$ cat config.mk
export PLATFORM = sky130hd
export DESIGN_NAME = checksum_frame_checker_top
export DESIGN_NICKNAME = d
export VERILOG_FILES = /design/src/rtl/cfc_pkg.sv /design/src/rtl/checksum_frame_checker_top.sv /design/src/rtl/cfc_ctrl.sv /design/src/rtl/cfc_datapath.sv
export SDC_FILE = /design/constraint.sdc
export NUM_CORES = 2
export LEC_CHECK = 0
export ABC_AREA = 0
export ABC_CLOCK_PERIOD_IN_PS = 15700
export BUFFER_PORTS_ARGS = -buffer_cell sky130_fd_sc_hd__buf_2
export CAP_MARGIN = 20
export CORE_MARGIN = 4
export CORE_UTILIZATION = 67
export CTS_BUF_LIST = sky130_fd_sc_hd__clkbuf_16
export CTS_CLUSTER_DIAMETER = 30
export CTS_CLUSTER_SIZE = 40
export DETAILED_ROUTE_END_ITERATION = 10
export HOLD_SLACK_MARGIN = 0.08
export PLACE_DENSITY = 0.87
export REMOVE_ABC_BUFFERS = 1
export SYNTH_ARGS = -nofsm -noshare
export SYNTH_HDL_FRONTEND = slang
export SYNTH_HIERARCHICAL = 1
export SYNTH_SLANG_ARGS = --single-unit
$ cat constraint.sdc
create_clock -name clock -period 15.7 [get_ports clock]
set_clock_uncertainty 0.15 [all_clocks]
set_input_delay 0.785 -clock clock [delete_from_list [all_inputs] [get_ports clock]]
set_output_delay 0.785 -clock clock [all_outputs]
set_load 0.02 [all_outputs]
$ cat src/rtl/cfc_pkg.sv
// Package for the checksum frame checker: constants, codes, state and
// controller/datapath command and status types. No dependencies.
`timescale 1ns / 1ps

package cfc_pkg;

   // default frame limit in bytes
   localparam int FRAME_LIMIT_DEF = 256;

   // adler-32 modulus
   localparam logic [16:0] ADLER_MOD = 17'd65521;

   // shortest frame: star plus eight hex digits
   localparam int MIN_FRAME = 9;

   // character codes
   localparam logic [7:0] CHAR_STAR  = 8'h2A;
   localparam logic [7:0] CHAR_COMMA = 8'h2C;
   localparam logic [7:0] CHAR_CR    = 8'h0D;
   localparam logic [7:0] CHAR_LF    = 8'h0A;
   localparam logic [7:0] CHAR_T     = 8'h54;
   localparam logic [7:0] CHAR_L     = 8'h4C;
   localparam logic [7:0] CHAR_M     = 8'h4D;
   localparam logic [7:0] CHAR_E     = 8'h45;
   localparam logic [7:0] CHAR_V     = 8'h56;
   localparam logic [7:0] CHAR_C     = 8'h43;
   localparam logic [7:0] CHAR_D     = 8'h44;

   // result error codes
   typedef enum logic [2:0] {
      ERR_OK,
      ERR_SHORT,
      ERR_LONG,
      ERR_NO_STAR,
      ERR_BAD_HEX,
      ERR_MISMATCH
   } err_type;

   // frame classes
   typedef enum logic [1:0] {
      FT_UNKNOWN,
      FT_TLM,
      FT_EVT,
      FT_CMD
   } frame_class_type;

   // controller states
   typedef enum logic [2:0] {
      ST_LOAD,
      ST_CHECK,
      ST_STAR_ADDR,
      ST_SCAN,
      ST_WALK_ADDR,
      ST_WALK,
      ST_COMPARE,
      ST_FINISH
   } ctrl_state_type;

   // commands from controller to datapath
   typedef struct packed {
      logic    load_en;
      logic    line_clear;
      logic    ptr_load_star;
      logic    ptr_inc;
      logic    ptr_clear;
      logic    hex_shift;
      logic    walk_step;
      logic    err_load;
      err_type err_code;
      logic    rsp_load;
   } cmd_type;

   // status from datapath to controller
   typedef struct packed {
      logic beyond;
      logic too_short;
      logic star_ok;
      logic hex_ok;
      logic star_zero;
      logic walk_last;
      logic sum_match;
      logic rsp_free;
   } status_type;

   // line terminator test
   function automatic logic is_eol(input logic [7:0] b);
      return (b == CHAR_CR) || (b == CHAR_LF);
   endfunction

   // classify a frame from its first three bytes
   function automatic frame_class_type class_of(input logic [7:0] b0,
                                                input logic [7:0] b1,
                                                input logic [7:0] b2);
      frame_class_type c;
      c = FT_UNKNOWN;
      if (b0 == CHAR_T && b1 == CHAR_L && b2 == CHAR_M) begin
         c = FT_TLM;
      end else if (b0 == CHAR_E && b1 == CHAR_V && b2 == CHAR_T) begin
         c = FT_EVT;
      end else if (b0 == CHAR_C && b1 == CHAR_M && b2 == CHAR_D) begin
         c = FT_CMD;
      end
      return c;
   endfunction

endpackage

$ cat src/rtl/checksum_frame_checker_top.sv
// The time from the line's final byte to the result grows with the bytes before
// the star, which the walk reads one at a time over the store read port; lines
// rejected before the walk finish without it.
// Throughput: one byte per cycle while a line loads, then no byte is taken
// until the line's result sits in the output register.
// Reset: synchronous, active high; clears line state, controller and result.
`timescale 1ns / 1ps

module checksum_frame_checker_top
   import cfc_pkg::*;
#(
   parameter int FRAME_LIMIT = FRAME_LIMIT_DEF
) (
   input  logic       clock,
   input  logic       reset,
   input  logic       req_valid,
   output logic       req_stall,
   input  logic [7:0] req_line_byte,
   input  logic       req_last_byte,
   output logic       rsp_valid,
   input  logic       rsp_stall,
   output logic       rsp_accepted,
   output logic [2:0] rsp_error_code,
   output logic [1:0] rsp_frame_type,
   output logic [7:0] rsp_payload_length
);

   cmd_type    cmd;
   status_type status;

   // sequencer
   cfc_ctrl u_ctrl (
      .clock         (clock),
      .reset         (reset),
      .req_valid     (req_valid),
      .req_last_byte (req_last_byte),
      .req_stall     (req_stall),
      .status        (status),
      .cmd           (cmd)
   );

   // store, sums and result register
   cfc_datapath #(
      .FRAME_LIMIT (FRAME_LIMIT)
   ) u_datapath (
      .clock              (clock),
      .reset              (reset),
      .req_valid          (req_valid),
      .req_line_byte      (req_line_byte),
      .cmd                (cmd),
      .status             (status),
      .rsp_valid          (rsp_valid),
      .rsp_stall          (rsp_stall),
      .rsp_accepted       (rsp_accepted),
      .rsp_error_code     (rsp_error_code),
      .rsp_frame_type     (rsp_frame_type),
      .rsp_payload_length (rsp_payload_length)
   );

endmodule

$ cat src/rtl/cfc_ctrl.sv
// Controller state machine of the checksum frame checker.
// Depends on cfc_pkg; drives commands to cfc_datapath and reads its status.
`timescale 1ns / 1ps

module cfc_ctrl
   import cfc_pkg::*;
(
   input  logic       clock,
   input  logic       reset,
   input  logic       req_valid,
   input  logic       req_last_byte,
   output logic       req_stall,
   input  status_type status,
   output cmd_type    cmd
);

   ctrl_state_type state_ff, state_in;
   logic [3:0]     cnt_ff, cnt_in;

   // state register
   always_ff @(posedge clock) begin
      if (reset) begin
         state_ff <= ST_LOAD;
         cnt_ff   <= '0;
      end else begin
         state_ff <= state_in;
         cnt_ff   <= cnt_in;
      end
   end

   // next state and commands
   always_comb begin
      state_in  = state_ff;
      cnt_in    = cnt_ff;
      cmd       = '0;
      cmd.err_code = ERR_OK;
      req_stall = 1'b1;
      unique case (state_ff)
         ST_LOAD: begin
            req_stall   = 1'b0;
            cmd.load_en = 1'b1;
            if (req_valid && req_last_byte) begin
               state_in = ST_CHECK;
            end
         end
         ST_CHECK: begin
            if (status.beyond) begin
               cmd.err_load = 1'b1;
               cmd.err_code = ERR_LONG;
               state_in     = ST_FINISH;
            end else if (status.too_short) begin
               cmd.err_load = 1'b1;
               cmd.err_code = ERR_SHORT;
               state_in     = ST_FINISH;
            end else begin
               cmd.ptr_load_star = 1'b1;
               state_in          = ST_STAR_ADDR;
            end
         end
         ST_STAR_ADDR: begin
            cmd.ptr_inc = 1'b1;
            cnt_in      = '0;
            state_in    = ST_SCAN;
         end
         // star then eight hex digits, one per cycle
         ST_SCAN: begin
            if (cnt_ff == 4'd0) begin
               if (!status.star_ok) begin
                  cmd.err_load = 1'b1;
                  cmd.err_code = ERR_NO_STAR;
                  state_in     = ST_FINISH;
               end else begin
                  cmd.ptr_inc = 1'b1;
                  cnt_in      = cnt_ff + 4'd1;
               end
            end else if (!status.hex_ok) begin
               cmd.err_load = 1'b1;
               cmd.err_code = ERR_BAD_HEX;
               state_in     = ST_FINISH;
            end else begin
               cmd.hex_shift = 1'b1;
               if (cnt_ff == 4'd8) begin
                  cmd.ptr_clear = 1'b1;
                  state_in      = ST_WALK_ADDR;
               end else begin
                  cmd.ptr_inc = 1'b1;
                  cnt_in      = cnt_ff + 4'd1;
               end
            end
         end
         ST_WALK_ADDR: begin
            if (status.star_zero) begin
               state_in = ST_COMPARE;
            end else begin
               cmd.ptr_inc = 1'b1;
               state_in    = ST_WALK;
            end
         end
         // checksum walk, one stored byte per cycle
         ST_WALK: begin
            cmd.walk_step = 1'b1;
            cmd.ptr_inc   = 1'b1;
            if (status.walk_last) begin
               state_in = ST_COMPARE;
            end
         end
         ST_COMPARE: begin
            cmd.err_load = 1'b1;
            cmd.err_code = status.sum_match ? ERR_OK : ERR_MISMATCH;
            state_in     = ST_FINISH;
         end
         ST_FINISH: begin
            if (status.rsp_free) begin
               cmd.rsp_load   = 1'b1;
               cmd.line_clear = 1'b1;
               state_in       = ST_LOAD;
            end
         end
         default: begin
            state_in = ST_LOAD;
         end
      endcase
   end

   // scan counter stays within the star and eight digits
   assert property (@(posedge clock) disable iff (reset)
      cnt_ff <= 4'd8)
      else $error("scan counter out of range");

   // a line end always leads into the check
   assert property (@(posedge clock) disable iff (reset)
      (state_ff == ST_LOAD && req_valid && req_last_byte) |=> state_ff == ST_CHECK)
      else $error("line end not followed by check");

   // input is held off during the walk, as in every state outside loading
   assert property (@(posedge clock) disable iff (reset)
      (state_ff == ST_WALK) |-> req_stall)
      else $error("input open during walk");

endmodule

$ cat src/rtl/cfc_datapath.sv
// Datapath of the checksum frame checker: line store, length tracking,
// hex capture, adler-32 sums and result register. Depends on cfc_pkg.
`timescale 1ns / 1ps

module cfc_datapath
   import cfc_pkg::*;
#(
   parameter int FRAME_LIMIT = FRAME_LIMIT_DEF
) (
   input  logic       clock,
   input  logic       reset,
   input  logic       req_valid,
   input  logic [7:0] req_line_byte,
   input  cmd_type    cmd,
   output status_type status,
   output logic       rsp_valid,
   input  logic       rsp_stall,
   output logic       rsp_accepted,
   output logic [2:0] rsp_error_code,
   output logic [1:0] rsp_frame_type,
   output logic [7:0] rsp_payload_length
);

   localparam int AW = (FRAME_LIMIT > 1) ? $clog2(FRAME_LIMIT) : 1;
   localparam int CW = $clog2(FRAME_LIMIT + 1);
   localparam logic [CW-1:0] LIMIT_C = CW'(FRAME_LIMIT);
   localparam logic [CW-1:0] MIN_C   = CW'(MIN_FRAME);

   logic [7:0]    line_store [FRAME_LIMIT];
   logic [7:0]    rd_data_ff;
   logic [CW-1:0] count_ff, count_in;
   logic [CW-1:0] len_ff, len_in;
   logic          beyond_ff, beyond_in;
   logic [CW-1:0] ptr_ff, ptr_in;
   logic [CW-1:0] walk_ff, walk_in;
   logic [15:0]   sum_low_ff, sum_low_in;
   logic [15:0]   sum_high_ff, sum_high_in;
   logic [31:0]   recv_ff;
   logic [7:0]    head_ff [4];
   err_type       err_ff;
   logic          rsp_valid_ff;
   logic          rsp_accepted_ff;
   logic [2:0]    rsp_error_code_ff;
   logic [1:0]    rsp_frame_type_ff;
   logic [7:0]    rsp_payload_length_ff;

   logic          take;
   logic          store_en;
   logic [CW-1:0] star;
   logic          hex_ok;
   logic [3:0]    hex_val;
   logic [16:0]   low_sum, high_sum;
   logic [15:0]   low_next, high_next;
   logic          ok;
   frame_class_type cls;

   assign take     = cmd.load_en && req_valid;
   assign store_en = take && (count_ff < LIMIT_C);
   assign star     = len_ff - MIN_C;

   // line store, one write and one registered read
   always_ff @(posedge clock) begin
      if (store_en) begin
         line_store[count_ff[AW-1:0]] <= req_line_byte;
      end
      rd_data_ff <= line_store[ptr_ff[AW-1:0]];
   end

   // hex digit decode of the read byte
   always_comb begin
      hex_ok  = 1'b1;
      hex_val = '0;
      if (rd_data_ff >= 8'h30 && rd_data_ff <= 8'h39) begin
         hex_val = 4'(rd_data_ff - 8'h30);
      end else if (rd_data_ff >= 8'h41 && rd_data_ff <= 8'h46) begin
         hex_val = 4'(rd_data_ff - 8'h37);
      end else if (rd_data_ff >= 8'h61 && rd_data_ff <= 8'h66) begin
         hex_val = 4'(rd_data_ff - 8'h57);
      end else begin
         hex_ok = 1'b0;
      end
   end

   // adler-32 step, each sum kept below the modulus
   always_comb begin
      low_sum  = {1'b0, sum_low_ff} + {9'd0, rd_data_ff};
      low_next = (low_sum >= ADLER_MOD) ? 16'(low_sum - ADLER_MOD) : low_sum[15:0];
      high_sum = {1'b0, sum_high_ff} + {1'b0, low_next};
      high_next = (high_sum >= ADLER_MOD) ? 16'(high_sum - ADLER_MOD)
                                          : high_sum[15:0];
   end

   // line tracking: count, trimmed length, overflow flag
   always_comb begin
      count_in  = count_ff;
      len_in    = len_ff;
      beyond_in = beyond_ff;
      if (cmd.line_clear) begin
         count_in  = '0;
         len_in    = '0;
         beyond_in = 1'b0;
      end else if (store_en) begin
         count_in = count_ff + CW'(1);
         if (!is_eol(req_line_byte)) begin
            len_in = count_ff + CW'(1);
         end
      end else if (take && !is_eol(req_line_byte)) begin
         beyond_in = 1'b1;
      end
   end

   // read pointer, walk index and sums
   always_comb begin
      ptr_in      = ptr_ff;
      walk_in     = walk_ff;
      sum_low_in  = sum_low_ff;
      sum_high_in = sum_high_ff;
      if (cmd.line_clear || cmd.ptr_clear) begin
         ptr_in      = '0;
         walk_in     = '0;
         sum_low_in  = 16'd1;
         sum_high_in = '0;
      end else begin
         if (cmd.ptr_load_star) begin
            ptr_in = star;
         end else if (cmd.ptr_inc) begin
            ptr_in = ptr_ff + CW'(1);
         end
         if (cmd.walk_step) begin
            walk_in     = walk_ff + CW'(1);
            sum_low_in  = low_next;
            sum_high_in = high_next;
         end
      end
   end

   always_ff @(posedge clock) begin
      if (reset) begin
         count_ff    <= '0;
         len_ff      <= '0;
         beyond_ff   <= 1'b0;
         ptr_ff      <= '0;
         walk_ff     <= '0;
         sum_low_ff  <= 16'd1;
         sum_high_ff <= '0;
      end else begin
         count_ff    <= count_in;
         len_ff      <= len_in;
         beyond_ff   <= beyond_in;
         ptr_ff      <= ptr_in;
         walk_ff     <= walk_in;
         sum_low_ff  <= sum_low_in;
         sum_high_ff <= sum_high_in;
      end
   end

   // received checksum, head bytes and error code
   always_ff @(posedge clock) begin
      if (cmd.hex_shift) begin
         recv_ff <= {recv_ff[27:0], hex_val};
      end
      if (cmd.walk_step && walk_ff < CW'(4)) begin
         head_ff[walk_ff[1:0]] <= rd_data_ff;
      end
      if (reset) begin
         err_ff <= ERR_OK;
      end else if (cmd.err_load) begin
         err_ff <= cmd.err_code;
      end
   end

   // status to the controller
   always_comb begin
      status.beyond    = beyond_ff;
      status.too_short = len_ff < MIN_C;
      status.star_ok   = rd_data_ff == CHAR_STAR;
      status.hex_ok    = hex_ok;
      status.star_zero = star == '0;
      status.walk_last = walk_ff == (star - CW'(1));
      status.sum_match = {sum_high_ff, sum_low_ff} == recv_ff;
      status.rsp_free  = !rsp_valid_ff || !rsp_stall;
   end

   // result fields
   always_comb begin
      ok  = err_ff == ERR_OK;
      cls = FT_UNKNOWN;
      if (star >= CW'(4) && head_ff[3] == CHAR_COMMA) begin
         cls = class_of(head_ff[0], head_ff[1], head_ff[2]);
      end
   end

   // result register
   always_ff @(posedge clock) begin
      if (reset) begin
         rsp_valid_ff <= 1'b0;
      end else if (cmd.rsp_load) begin
         rsp_valid_ff <= 1'b1;
      end else if (!rsp_stall) begin
         rsp_valid_ff <= 1'b0;
      end
      if (cmd.rsp_load) begin
         rsp_accepted_ff       <= ok;
         rsp_error_code_ff     <= err_ff;
         rsp_frame_type_ff     <= ok ? cls : FT_UNKNOWN;
         rsp_payload_length_ff <= ok ? 8'(star) : 8'd0;
      end
   end

   assign rsp_valid          = rsp_valid_ff;
   assign rsp_accepted       = rsp_accepted_ff;
   assign rsp_error_code     = rsp_error_code_ff;
   assign rsp_frame_type     = rsp_frame_type_ff;
   assign rsp_payload_length = rsp_payload_length_ff;

   // trimmed length never passes the stored count, nor the count the limit
   assert property (@(posedge clock) disable iff (reset)
      len_ff <= count_ff && count_ff <= LIMIT_C)
      else $error("line length out of range");

   // a new result only loads into a free slot
   assert property (@(posedge clock) disable iff (reset)
      cmd.rsp_load |-> (!rsp_valid_ff || !rsp_stall))
      else $error("result overwritten");

   // rejected frames carry no class, no length and an error code other than ok
   assert property (@(posedge clock) disable iff (reset)
      (rsp_valid_ff && !rsp_accepted_ff) |->
         (rsp_frame_type_ff == FT_UNKNOWN && rsp_payload_length_ff == 8'd0
          && rsp_error_code_ff != ERR_OK))
      else $error("rejected result inconsistent");

   // walk stays before the star
   assert property (@(posedge clock) disable iff (reset)
      cmd.walk_step |-> walk_ff < star)
      else $error("walk past star");

endmodule
==> impl_metrics.ini <==
[yosys]
yosys_warnings = 6
synth_edf_count = 2126
synth_seq_cells = 2213
syn_area_sq_um = 88500
ys.flop_type = edfxtp_1
yosysSeqAreaShare_pct = 74.1
synthArstFlopShare_pct = 0
syn_avg_cell_area_sq_um = 20.8
netlist_instances = 4251
yosysUniqueCellTypes = 93

[layout]
drive_gt1_share_pct = 30.2
fin_area_sq_um = 104000
fin_nets = 4567
layout_commonest_cell = edfxtp_1
area_growth_pct = 17.4
layout.cells.non_filler = 6586
layout.cells.most_common_list = edfxtp_1 (2,126), mux4_2 (680), clkbuf_16 (392)

[clock_network]
clock-sinks = 2213
root_buffer = clkbuf_16
tritoncts = built
numCtsBuffers = 386
cts_setup_buffers = 0
clk_latency_ns = 0.95
cts_max_path_buffers = 4
cts_max_level = 5
clk_pin_slew_ns = 0.06

[sta]
period_needed_ns = 8.18
setup_viol = 0
drv_slew = 0
rsz0062_at_grt = false
clock.fmax_mhz = 122
slew_headroom_pct = 16.0
worst_pin_slew_ns = 1.26
hold_violations = 0
period_share_pct = 52.1

[placement]
port_buffers = 28
dp_hpwl_mm = 134
postPlaceCellArea_sq_um = 90500
gp_congestion = 0.881
dp_cells = 5851

[route]
vias = 52400
post_drt_wl_per_cell_um = 44.5
initialDrtViolationCount = 11000
viasPerCell = 7.96
post-route-drc-count = 4
wirelength_mm = 293
drt_first_pass_iters = 11
drtAntennaViolNets = 0

[outcome]
outcome = finished with violations
violations = design-rule violations

[global_route]
grt_remaining_overflow = 0
grt_antenna_before_repair = 29
grtUsageTotal_pct = 41.6
grt_max_degree = 117
first_global_vias = 51500
grt_pass1_wl_mm = 399

[floorplanning]
boundaryPins = 29
core-area_sq_um = 131000
fp.dieArea_sq_um = 138000
rows = 133
start_util_pct = 67.4
fp.dieH_um = 372
dieWidth_um = 372

[pwr]
power_density_nw_per_um2 = 158
vdd_ir_drop_max_mv = 0.125
total_power_mw = 16.4
leakagePower_nw = 32.7

[worst_setup_path]
cp.arrival_ns = 8.76
cp-end-kind = flop
path_class = flop to flop
crit_path_max_fanout = 11
critPathLaunchType = flop
crit_required_ns = 16.28

[hold_path]
hp-class = primary input to flop

[flow_run]
maxCapViolCount = 0
## routing by layer
layer	part of all wire (%)	global-route usage [%]	up-vias
met5	0.077	0.0356	-
met4	9.1	26.7	26
met3	14	12.3	1670
met2	47	64.0	6363
met1	30	52.6	26100
li1	-	-	18300
## final cells by class
| type | instances | area (sq um) |
|---|---|---|
| repair buffers | 106 | 1030 |
| inverters | 36 | 135 |
| clock buffers | 392 | 9810 |
| fillers | 5613 | 27400 |
| diodes | 22 | 55.1 |
| flip-flops and latches | 2213 | 65600 |
| well taps | 1755 | 2200 |
| clock inverters | 303 | 3200 |
| multi-input cells | 1759 | 21900 |
## power breakdown
part	internal (mW)	switching, mW	total (mW)
sequential	6.50	0.0549	6.55
clock	5.38	3.28	8.66
combinational	0.450	0.742	1.19
total	12.3	4.07	16.4
## synthesized netlist by cell type (all sizes together), types with 4 or more instances
library cell	number	area, sq um
edfxtp	2126	63800
mux4	680	15300
nor2	371	1390
clkbuf	168	632
nand2	88	333
dfxtp	87	1740
buf	75	358
xor2	74	648
a21oi	57	297
ha	50	626
nand3	49	245
o21ai	47	235
xnor2	38	340
inv	36	135
or3	23	149
a211oi	21	163
nor3	19	95.1
nand4	17	106
nor4	17	121
mux2i	16	160
and3	12	80.1
nor2b	12	75.1
and2	11	68.8
o211ai	11	87.6
a31oi	10	77.6
nand2b	10	62.6
o21a	10	75.1
nor3b	9	72.6
or4	8	63.8
nor4b	7	61.3
or2	7	43.8
a21o	6	45.0
nand4b	5	43.8
o2111ai	5	43.8
o311ai	5	51.3
nand3b	4	33.8
o22ai	4	25.0
## metrics by stage
step | utilization [%] | hold WS [ns] | setup WS, ns | TNS (ns)
floorplan | - | 0.271 | -7.46 | -109.59
global placement | 68.9 | 0.285 | 8.88 | 0
detailed placement | 68.9 | 0.296 | 8.66 | 0
CTS | 78.9 | 0.166 | 7.94 | 0
global route | 79.1 | 0.172 | 7.40 | 0
finish | 79.1 | 0.183 | 7.52 | 0
## sequential cells by signal, summed over array words and instances, names as in the netlist, 9 cells and up
register                flops
u_datapath/walk_ff          9
u_datapath/sum_low_ff      16
u_datapath/len_ff           9
u_datapath/recv_ff         32
u_datapath/head_ff         32
u_datapath/sum_high_ff     16
u_datapath/line_store    2048
u_datapath/count_ff         9
## cells by family after synthesis
logic type	synth area share, %
mux	17.5
simple gates	3.57
flops	74.1
fa+ha+maj	0.752
xor+xnor	1.12
buf+inv	1.27
compound gates	1.75
## critical path: stages (launching register included)
cell and delay [ns]:
dfxtp_1 0.58, ha_1 0.26, inv_1 0.06, fa_1 0.40, nor2b_1 0.17, o31a_1 0.31
o21ai_0 0.31, xnor2_1 0.43, nand4_1 0.40, o41ai_4 0.83, and3_1 0.35, nor2_1 0.08
ha_1 0.47, a211oi_1 0.15, a211oi_1 0.49, mux2i_1 0.21, a211oi_1 0.72, o21ai_0 0.33
nor4_4 0.48, a21oi_1 0.28, and4_1 0.28, a311o_1 0.26
## final timing paths
kind,cells past startpoint,to,start,slack (ns)
max,21,u_datapath/sum_high_ff[0]$_SDFFE_PP0P_,u_datapath/rd_data_ff[0]$_DFF_P_,7.52
min,3,u_ctrl/state_ff[0]$_SDFFE_PP0P_,req_last_byte,0.18
max reg2reg,21,u_datapath/sum_high_ff[0]$_SDFFE_PP0P_,u_datapath/rd_data_ff[0]$_DFF_P_,7.52
min reg2reg,0,u_datapath/recv_ff[5]$_DFFE_PP_,u_datapath/recv_ff[1]$_DFFE_PP_,0.28
## timing repair
action | CTS | global route
endpoints found under the hold margin | 10 | 0
hold buffers | 4 | 0
gates resized for setup | 0 | 0
Power figures use the tool's default switching activity.
